**src/sv/sst_pkg.sv**
```systemverilog
package sst_pkg;

  localparam int unsigned ROWS_PER_COLUMN = 8;
  localparam int unsigned STEP_COLUMNS    = 8;
  localparam int unsigned PLANE_COUNT     = 4;

  localparam int unsigned CMD_W    = 3;
  localparam int unsigned INST_W   = 2;
  localparam int unsigned COL_W    = 3;
  localparam int unsigned TAG_W    = 31;
  localparam int unsigned STATUS_W = 3;
  localparam int unsigned MASK_W   = 3;

  localparam int unsigned S_FIELDS_W = CMD_W + INST_W + COL_W + TAG_W;
  localparam int unsigned S_TDATA_W  = ((S_FIELDS_W + 7) / 8) * 8;
  localparam int unsigned M_FIELDS_W = STATUS_W + MASK_W;
  localparam int unsigned M_TDATA_W  = ((M_FIELDS_W + 7) / 8) * 8;
  localparam int unsigned M_PAD_W    = M_TDATA_W - M_FIELDS_W;

  localparam logic [CMD_W-1:0] CMD_ADD           = 3'd0;
  localparam logic [CMD_W-1:0] CMD_UPDATE        = 3'd1;
  localparam logic [CMD_W-1:0] CMD_REMOVE_ANY    = 3'd2;
  localparam logic [CMD_W-1:0] CMD_REMOVE_TAGGED = 3'd3;
  localparam logic [CMD_W-1:0] CMD_PLAY          = 3'd4;

  localparam logic [STATUS_W-1:0] ST_OK             = 3'd0;
  localparam logic [STATUS_W-1:0] ST_BAD_INSTRUMENT = 3'd1;
  localparam logic [STATUS_W-1:0] ST_BAD_COLUMN     = 3'd2;
  localparam logic [STATUS_W-1:0] ST_FULL           = 3'd3;
  localparam logic [STATUS_W-1:0] ST_NOT_FOUND      = 3'd4;

  typedef struct packed {
    logic [MASK_W-1:0] marks;
    logic [TAG_W-1:0]  tag;
  } slot_t;

endpackage

```
**src/sv/step_sequencer_slot_table_top.sv**
```systemverilog
// channel   dir  tdata bits (low to high)
// s_axis    in   cmd[2:0] instrument[4:3] step_column[7:5] tag_id[38:8]
// m_axis    out  status[2:0] trigger_mask[5:3]
//
// Slot search reads the slot memory once per cycle through its single read port.
// add and play search one column; remove searches every slot; update searches every slot
// and then one column. Fields rejected at intake are answered without a search.
// After reset a clearing pass zeroes the memory; no beat
// is taken meanwhile. One item at a time; the next item may be taken while a result waits.
module step_sequencer_slot_table_top #(
  parameter int unsigned ROWS_PER_COLUMN = sst_pkg::ROWS_PER_COLUMN
) (
  input  logic                          clk_i,
  input  logic                          rst_ni,
  input  logic                          s_axis_tvalid,
  output logic                          s_axis_tready,
  // cmd, instrument, step_column, tag_id, zero pad
  input  logic [sst_pkg::S_TDATA_W-1:0] s_axis_tdata,
  output logic                          m_axis_tvalid,
  input  logic                          m_axis_tready,
  // status, trigger_mask, zero pad
  output logic [sst_pkg::M_TDATA_W-1:0] m_axis_tdata
);

  localparam int unsigned SLOT_COUNT = ROWS_PER_COLUMN * sst_pkg::STEP_COLUMNS;
  localparam int unsigned ADDR_W     = $clog2(SLOT_COUNT);
  localparam int unsigned CNT_W      = $clog2(SLOT_COUNT + 1);
  localparam int unsigned INST_LO    = sst_pkg::CMD_W;
  localparam int unsigned COL_LO     = INST_LO + sst_pkg::INST_W;
  localparam int unsigned TAG_LO     = COL_LO + sst_pkg::COL_W;

  typedef enum logic [1:0] {
    S_CLEAR,
    S_IDLE,
    S_SCAN,
    S_FIN
  } state_e;

  typedef enum logic [1:0] {
    PH_ADD,
    PH_REM_TAG,
    PH_REM_ANY,
    PH_PLAY
  } phase_e;

  logic [sst_pkg::CMD_W-1:0]    in_cmd;
  logic [sst_pkg::INST_W-1:0]   in_inst;
  logic [sst_pkg::COL_W-1:0]    in_col;
  logic [sst_pkg::TAG_W-1:0]    in_tag;
  logic                         in_inst_bad;
  logic                         in_col_bad;
  logic [ADDR_W-1:0]            in_col_base;

  state_e                       state_q, state_d;
  phase_e                       phase_q, phase_d;
  logic                         upd_q, upd_d;
  logic [sst_pkg::MASK_W-1:0]   inst_bit_q, inst_bit_d;
  logic [sst_pkg::COL_W-1:0]    col_q, col_d;
  logic [sst_pkg::TAG_W-1:0]    tag_q, tag_d;
  logic [ADDR_W-1:0]            base_q, base_d;
  logic [CNT_W-1:0]             len_q, len_d;
  logic [CNT_W-1:0]             iss_q, iss_d;
  logic                         rd_vld_q, rd_vld_d;
  logic [ADDR_W-1:0]            clr_q, clr_d;
  logic [sst_pkg::STATUS_W-1:0] res_status_q, res_status_d;
  logic [sst_pkg::MASK_W-1:0]   res_mask_q, res_mask_d;
  logic                         out_vld_q, out_vld_d;
  logic [sst_pkg::STATUS_W-1:0] out_status_q, out_status_d;
  logic [sst_pkg::MASK_W-1:0]   out_mask_q, out_mask_d;

  sst_pkg::slot_t               mem_q [SLOT_COUNT];
  sst_pkg::slot_t               rd_data_q;
  sst_pkg::slot_t               hit_data;
  logic                         mem_we;
  logic [ADDR_W-1:0]            mem_waddr;
  logic [ADDR_W-1:0]            mem_raddr;
  sst_pkg::slot_t               mem_wdata;

  logic                         hit;
  logic                         last_rd;
  logic                         phase_done;
  logic                         col_bad_q;
  logic [ADDR_W-1:0]            col_base_q;

  assign in_cmd  = s_axis_tdata[sst_pkg::CMD_W-1:0];
  assign in_inst = s_axis_tdata[COL_LO-1:INST_LO];
  assign in_col  = s_axis_tdata[TAG_LO-1:COL_LO];
  assign in_tag  = s_axis_tdata[TAG_LO+sst_pkg::TAG_W-1:TAG_LO];

  assign in_inst_bad = (in_inst == '0) || (int'(in_inst) >= sst_pkg::PLANE_COUNT);
  assign in_col_bad  = int'(in_col) >= sst_pkg::STEP_COLUMNS;
  assign in_col_base = ADDR_W'(int'(in_col) * ROWS_PER_COLUMN);
  assign col_bad_q   = int'(col_q) >= sst_pkg::STEP_COLUMNS;
  assign col_base_q  = ADDR_W'(int'(col_q) * ROWS_PER_COLUMN);

  assign s_axis_tready = (state_q == S_IDLE);
  assign m_axis_tvalid = out_vld_q;
  assign m_axis_tdata  = {{sst_pkg::M_PAD_W{1'b0}}, out_mask_q, out_status_q};

  assign last_rd = (iss_q == len_q);

  always_comb begin
    hit      = 1'b0;
    hit_data = rd_data_q;
    case (phase_q)
      PH_ADD: begin
        hit            = (rd_data_q.tag == '0);
        hit_data.marks = rd_data_q.marks | inst_bit_q;
        hit_data.tag   = tag_q;
      end
      PH_REM_TAG: begin
        hit            = (rd_data_q.tag == tag_q);
        hit_data.marks = rd_data_q.marks & ~inst_bit_q;
        hit_data.tag   = '0;
      end
      PH_REM_ANY: begin
        hit            = (rd_data_q.tag == tag_q) && (rd_data_q.marks != '0);
        hit_data.marks = rd_data_q.marks & (rd_data_q.marks - 1'b1);
        hit_data.tag   = '0;
      end
      PH_PLAY: begin
        hit = 1'b0;
      end
      default: begin
        hit = 1'b0;
      end
    endcase
  end

  always_comb begin
    state_d      = state_q;
    phase_d      = phase_q;
    upd_d        = upd_q;
    inst_bit_d   = inst_bit_q;
    col_d        = col_q;
    tag_d        = tag_q;
    base_d       = base_q;
    len_d        = len_q;
    iss_d        = iss_q;
    rd_vld_d     = 1'b0;
    clr_d        = clr_q;
    res_status_d = res_status_q;
    res_mask_d   = res_mask_q;
    out_vld_d    = out_vld_q;
    out_status_d = out_status_q;
    out_mask_d   = out_mask_q;
    mem_we       = 1'b0;
    mem_waddr    = base_q + ADDR_W'(iss_q - 1'b1);
    mem_raddr    = base_q + ADDR_W'(iss_q);
    mem_wdata    = hit_data;
    phase_done   = 1'b0;

    if (out_vld_q && m_axis_tready) begin
      out_vld_d = 1'b0;
    end

    case (state_q)
      S_CLEAR: begin
        mem_we    = 1'b1;
        mem_waddr = clr_q;
        mem_wdata = '0;
        clr_d     = clr_q + 1'b1;
        if (clr_q == ADDR_W'(SLOT_COUNT - 1)) begin
          state_d = S_IDLE;
        end
      end
      S_IDLE: begin
        if (s_axis_tvalid) begin
          inst_bit_d   = sst_pkg::MASK_W'(1) << (in_inst - 1'b1);
          col_d        = in_col;
          tag_d        = in_tag;
          iss_d        = '0;
          upd_d        = 1'b0;
          res_status_d = sst_pkg::ST_OK;
          res_mask_d   = '0;
          base_d       = '0;
          len_d        = CNT_W'(SLOT_COUNT);
          state_d      = S_SCAN;
          case (in_cmd)
            sst_pkg::CMD_ADD: begin
              phase_d = PH_ADD;
              base_d  = in_col_base;
              len_d   = CNT_W'(ROWS_PER_COLUMN);
              if (in_inst_bad) begin
                res_status_d = sst_pkg::ST_BAD_INSTRUMENT;
                state_d      = S_FIN;
              end else if (in_col_bad) begin
                res_status_d = sst_pkg::ST_BAD_COLUMN;
                state_d      = S_FIN;
              end
            end
            sst_pkg::CMD_UPDATE: begin
              phase_d = PH_REM_TAG;
              upd_d   = 1'b1;
              if (in_inst_bad) begin
                res_status_d = sst_pkg::ST_BAD_INSTRUMENT;
                state_d      = S_FIN;
              end
            end
            sst_pkg::CMD_REMOVE_ANY: begin
              phase_d = PH_REM_ANY;
            end
            sst_pkg::CMD_REMOVE_TAGGED: begin
              phase_d = PH_REM_TAG;
              if (in_inst_bad) begin
                res_status_d = sst_pkg::ST_BAD_INSTRUMENT;
                state_d      = S_FIN;
              end
            end
            sst_pkg::CMD_PLAY: begin
              phase_d = PH_PLAY;
              base_d  = in_col_base;
              len_d   = CNT_W'(ROWS_PER_COLUMN);
              if (in_col_bad) begin
                res_status_d = sst_pkg::ST_BAD_COLUMN;
                state_d      = S_FIN;
              end
            end
            default: begin
              state_d = S_FIN;
            end
          endcase
        end
      end
      S_SCAN: begin
        if (!last_rd) begin
          rd_vld_d = 1'b1;
          iss_d    = iss_q + 1'b1;
        end
        if (rd_vld_q) begin
          if (phase_q == PH_PLAY) begin
            res_mask_d = res_mask_q | rd_data_q.marks;
          end
          if (hit) begin
            mem_we       = 1'b1;
            rd_vld_d     = 1'b0;
            iss_d        = iss_q;
            phase_done   = 1'b1;
            res_status_d = sst_pkg::ST_OK;
          end else if (last_rd) begin
            phase_done = 1'b1;
            case (phase_q)
              PH_ADD:  res_status_d = sst_pkg::ST_FULL;
              PH_PLAY: res_status_d = sst_pkg::ST_OK;
              default: res_status_d = sst_pkg::ST_NOT_FOUND;
            endcase
          end
        end
        if (phase_done) begin
          if (upd_q && (phase_q == PH_REM_TAG)) begin
            // hand over to the add pass; the removal result is dropped
            upd_d    = 1'b0;
            phase_d  = PH_ADD;
            base_d   = col_base_q;
            len_d    = CNT_W'(ROWS_PER_COLUMN);
            iss_d    = '0;
            rd_vld_d = 1'b0;
            if (col_bad_q) begin
              res_status_d = sst_pkg::ST_BAD_COLUMN;
              state_d      = S_FIN;
            end
          end else begin
            state_d = S_FIN;
          end
        end
      end
      S_FIN: begin
        if (!out_vld_q || m_axis_tready) begin
          out_vld_d    = 1'b1;
          out_status_d = res_status_q;
          out_mask_d   = res_mask_q;
          state_d      = S_IDLE;
        end
      end
      default: begin
        state_d = S_IDLE;
      end
    endcase
  end

  always_ff @(posedge clk_i or negedge rst_ni) begin
    if (!rst_ni) begin
      state_q      <= S_CLEAR;
      phase_q      <= PH_ADD;
      upd_q        <= 1'b0;
      inst_bit_q   <= '0;
      col_q        <= '0;
      tag_q        <= '0;
      base_q       <= '0;
      len_q        <= '0;
      iss_q        <= '0;
      rd_vld_q     <= 1'b0;
      clr_q        <= '0;
      res_status_q <= '0;
      res_mask_q   <= '0;
      out_vld_q    <= 1'b0;
      out_status_q <= '0;
      out_mask_q   <= '0;
    end else begin
      state_q      <= state_d;
      phase_q      <= phase_d;
      upd_q        <= upd_d;
      inst_bit_q   <= inst_bit_d;
      col_q        <= col_d;
      tag_q        <= tag_d;
      base_q       <= base_d;
      len_q        <= len_d;
      iss_q        <= iss_d;
      rd_vld_q     <= rd_vld_d;
      clr_q        <= clr_d;
      res_status_q <= res_status_d;
      res_mask_q   <= res_mask_d;
      out_vld_q    <= out_vld_d;
      out_status_q <= out_status_d;
      out_mask_q   <= out_mask_d;
    end
  end

  always_ff @(posedge clk_i) begin
    if (mem_we) begin
      mem_q[mem_waddr] <= mem_wdata;
    end
    rd_data_q <= mem_q[mem_raddr];
  end

endmodule

```
**config.mk**
```make
export PLATFORM = sky130hd
export DESIGN_NAME = step_sequencer_slot_table_top
export DESIGN_NICKNAME = d
export VERILOG_FILES = /design/src/sv/sst_pkg.sv /design/src/sv/step_sequencer_slot_table_top.sv
export SDC_FILE = /design/constraint.sdc
export NUM_CORES = 2
export LEC_CHECK = 0
export BUFFER_PORTS_ARGS = -buffer_cell sky130_fd_sc_hd__buf_2
export CAP_MARGIN = 20
export CORE_MARGIN = 4
export CORE_UTILIZATION = 40
export CTS_CLUSTER_SIZE = 12
export DETAILED_ROUTE_END_ITERATION = 10
export HOLD_SLACK_MARGIN = 0.05
export MAX_ROUTING_LAYER = met4
export PLACE_DENSITY = 0.63
export REMOVE_ABC_BUFFERS = 1
export SYNTH_ARGS = -nofsm -noshare
export SYNTH_HDL_FRONTEND = slang
export SYNTH_SLANG_ARGS = --single-unit
```
**constraint.sdc**
```tcl
create_clock -name clk_i -period 6.75 [get_ports clk_i]
set_clock_uncertainty 0.2 [all_clocks]
set_input_delay 2.025 -clock clk_i [delete_from_list [all_inputs] [get_ports clk_i]]
set_output_delay 2.025 -clock clk_i [all_outputs]
set_load 0.02 [all_outputs]
```
==> flow_summary.json <==
{
  "crit_family": "simple AND/OR/NAND/NOR gates",
  "ctsHoldBuffers": 0,
  "setup_tns_ns": 0,
  "synth_top_family_by_area": "multiplexers",
  "cp_cell_sequence": "xnor2_1 > nand4_1 > nor4_2 > a31oi_2 > o31ai_4 > nand3_2 > buf_4 > nor2_4 > buf_4",
  "ys_seq_area_share_pct": 77.0,
  "grt_max_degree": 145,
  "io_pins": 54,
  "fp.coreArea_sq_um": 219000,
  "num_rows": 172,
  "post-route-min-period_ns": 5.33,
  "hold_viol": 0,
  "startpoint_type": "register",
  "clkTransAtPathRegs_ns": 0.06,
  "cts_tree": "built",
  "cts_sinks": 2284,
  "synth_top_area_cell": "edfxtp_1",
  "synthArstFlopShare_pct": 3.24,
  "routed_via_density": 5.73,
  "maxCapViolCount": 0,
  "max_slew.worst_pin.slew_ns": 1.25,
  "crit_path_end_kind": "register",
  "die_x_microns": 477,
  "synth_edf_count": 2176,
  "dieArea_sq_um": 228000,
  "synth_top_area_share_pct": 74.2,
  "synthTopCellsByArea": "edfxtp_1, mux4_2, dfrtp_1",
  "dp_cells": 6598,
  "crit_path_frequent_cell": "buf_4",
  "numPortBuffers": 50,
  "syn_avg_cell_area_sq_um": 23.7,
  "numCtsBuffers": 226,
  "max_stage_delay_ns": 0.65,
  "ant_nets": 0,
  "synth-simple-area-share_pct": 1.49,
  "cts_buffer_depth": 3,
  "synth_xor_area_share_pct": 0.447,
  "rsz0062_at_grt": "false",
  "wl_per_cell_microns": 29.2,
  "path_class": "reg2reg",
  "initial_utilization_pct": 40.2,
  "routed_wl_microns": 205000,
  "drive_above_1_share_pct": 32.9,
  "final_cells": 6999,
  "synth_area_sq_um": 88100,
  "final_nets": 4027,
  "gp_congestion": 0.862,
  "cp.arrival_ns": 5.63,
  "min_period_over_period_pct": 78.9,
  "post_cts_buffers": 0,
  "status": "finished clean",
  "synth-adder-area-share_pct": 0.358,
  "synth_cell_types": 59,
  "clk_latency_ns": 0.85,
  "peakVddDrop_mv": 0.356,
  "required_ns": 7.05,
  "grt-ovfl-total": 0,
  "synth-seq-cells": 2284,
  "drtIter0Drc": 4951,
  "crit_fanout": 15,
  "ys.warnings.count": 0,
  "slew_headroom_pct": 15.6,
  "first_global_vias": 41200,
  "num_vias": 40100,
  "drc": 0,
  "slew_viol_final": 0,
  "p_leak_nw": 30.9,
  "antenna_found_initial": 12,
  "ctsResizeCount": 0,
  "nFillCells": 17800,
  "postSynthCellCount": 3718,
  "critical_path_buf_inv_count": 2,
  "pwr_density_cell_nw_per_um2": 452,
  "track_usage_pct": 18.5,
  "dpl.hpwl_microns": 114000,
  "root_buffer": "clkbuf_16",
  "synthToLayoutAreaGrowth_pct": 13.9,
  "grt_pass1_wl_microns": 298000,
  "hold_class": "reg2reg",
  "postLayoutCoreUtil_pct": 45.8,
  "setup_violations": 0,
  "die_h_microns": 477,
  "timing.fmax_mhz": 188,
  "crit_slowest_cell": "xnor2_1",
  "htree_levels": 4,
  "ys.flop_type": "edfxtp_1",
  "first_pass_iters": 6,
  "synth_compound_area_share_pct": 0.824,
  "synthMuxAreaShare_pct": 18.8
}
layout make-up:
cell class | count | area [sq um] | area share, %
flip-flops and latches | 2284 | 67900 | 67.7
multi-input cells | 1211 | 20100 | 20.0
clock buffers | 330 | 6360 | 6.34
well taps | 2871 | 3590 | 3.58
repair buffers | 205 | 1820 | 1.82
clock inverters | 60 | 469 | 0.468
inverters | 31 | 116 | 0.116
diodes | 7 | 17.5 | 0.0175
synth_stat cells, types with 5 or more instances:
cell type  instances
xnor2_1           36
and3_1            38
dfxtp_1           34
buf_2             60
dfrtp_1           74
nand4_1           15
nor4_1            10
mux4_2           712
a211oi_1           7
nor2_1           108
mux2_2            43
a21oi_1           47
nand3_1            6
clkbuf_1         125
inv_1             30
nand2_1           55
xor2_1             9
o22ai_1            6
ha_1              22
a22o_1             6
o21ai_0           12
buf_1              6
nand2b_1           9
nor3_1             6
and2_1             5
edfxtp_1        2176
worst paths after layout:
path	startpoint	end	slack, ns	depth (start not counted)
worst min register to register	out_status_q[2]$_DFFE_PN0P_	out_status_q[2]$_DFFE_PN0P_	0.29	2
min in group asynchronous	rst_ni	tag_q[6]$_DFFE_PN0P_	0.82	1
worst max-delay path	tag_q[23]$_DFFE_PN0P_	mem_q[55][22]$_DFFE_PP_	1.42	9
max in group asynchronous	rst_ni	iss_q[2]$_DFFE_PN0P_	4.92	2
worst min-delay path	out_status_q[2]$_DFFE_PN0P_	out_status_q[2]$_DFFE_PN0P_	0.29	2
worst max register to register	tag_q[23]$_DFFE_PN0P_	mem_q[55][22]$_DFFE_PP_	1.42	9
sequential cells by signal, summed over array words and instances, names as in the netlist:
register	flops
clr_q	6
col_q	3
base_q	3
res_mask_q	3
m_axis_tvalid	1
rd_data_q	34
tag_q	31
len_q	2
mem_q	2176
phase_q	2
state_q	2
rd_vld_q	1
iss_q	7
res_status_q	3
inst_bit_q	3
upd_q	1
out_status_q	3
out_mask_q	3
layout by cell type, fill, tap and decap left out, types with 12 or more instances in the layout:
cell type     n
clkbuf_8     19
inv_1        30
clkinv_2     15
edfxtp_1   2176
dfxtp_1      34
nand2_1      54
clkinv_1     32
clkbuf_16   232
nand4_1      15
o21ai_0      12
buf_12       31
and3_1       38
xnor2_1      35
mux2_2       43
buf_4       123
a21oi_1      46
nor2_4       95
clkbuf_1     79
dfrtp_1      71
ha_1         20
mux4_2      712
buf_2        50
nor2_1       13
routing by layer:
metal	vias up	global-route usage [%]	routed length [microns]
li1	16400	-	-
met1	21900	25.8	86000
met2	1523	28.3	97900
met3	353	3.60	15600
met4	0	4.92	5190
met5	-	-	0
report_power, final:
group	internal, mW	switching, mW
registers	19.1	0.591
clock network	6.65	5.06
logic	5.24	8.67
total	31.0	14.3
through the flow:
| step | setup WS, ns | hold slack (ns) | instance area (sq um) | power (mW) |
|---|---|---|---|---|
| after floorplan | -18.48 | 0.256 | 87300 | 28.9 |
| after global placement | 1.59 | 0.268 | 93300 | 33.4 |
| after detailed placement | 1.58 | 0.273 | 93400 | 33.9 |
| after CTS | 1.57 | 0.287 | 100000 | 45.5 |
| after global routing | 1.38 | 0.311 | 100000 | 47.1 |
| final | 1.42 | 0.288 | 100000 | 45.3 |
cells by family after synthesis:
group,count (synthesis)
xor+xnor,45
mux,758
compound gates,111
fa+ha+maj,24
flops,2284
buf+inv,224
simple gates,271
other cells,1
tightest hold or removal path: stages, from the launching register on:
cell     delay, ns
dfrtp_1       0.35
nand2_1       0.05
o21ai_0       0.06
Note: power is estimated with default switching activity, not from simulation.
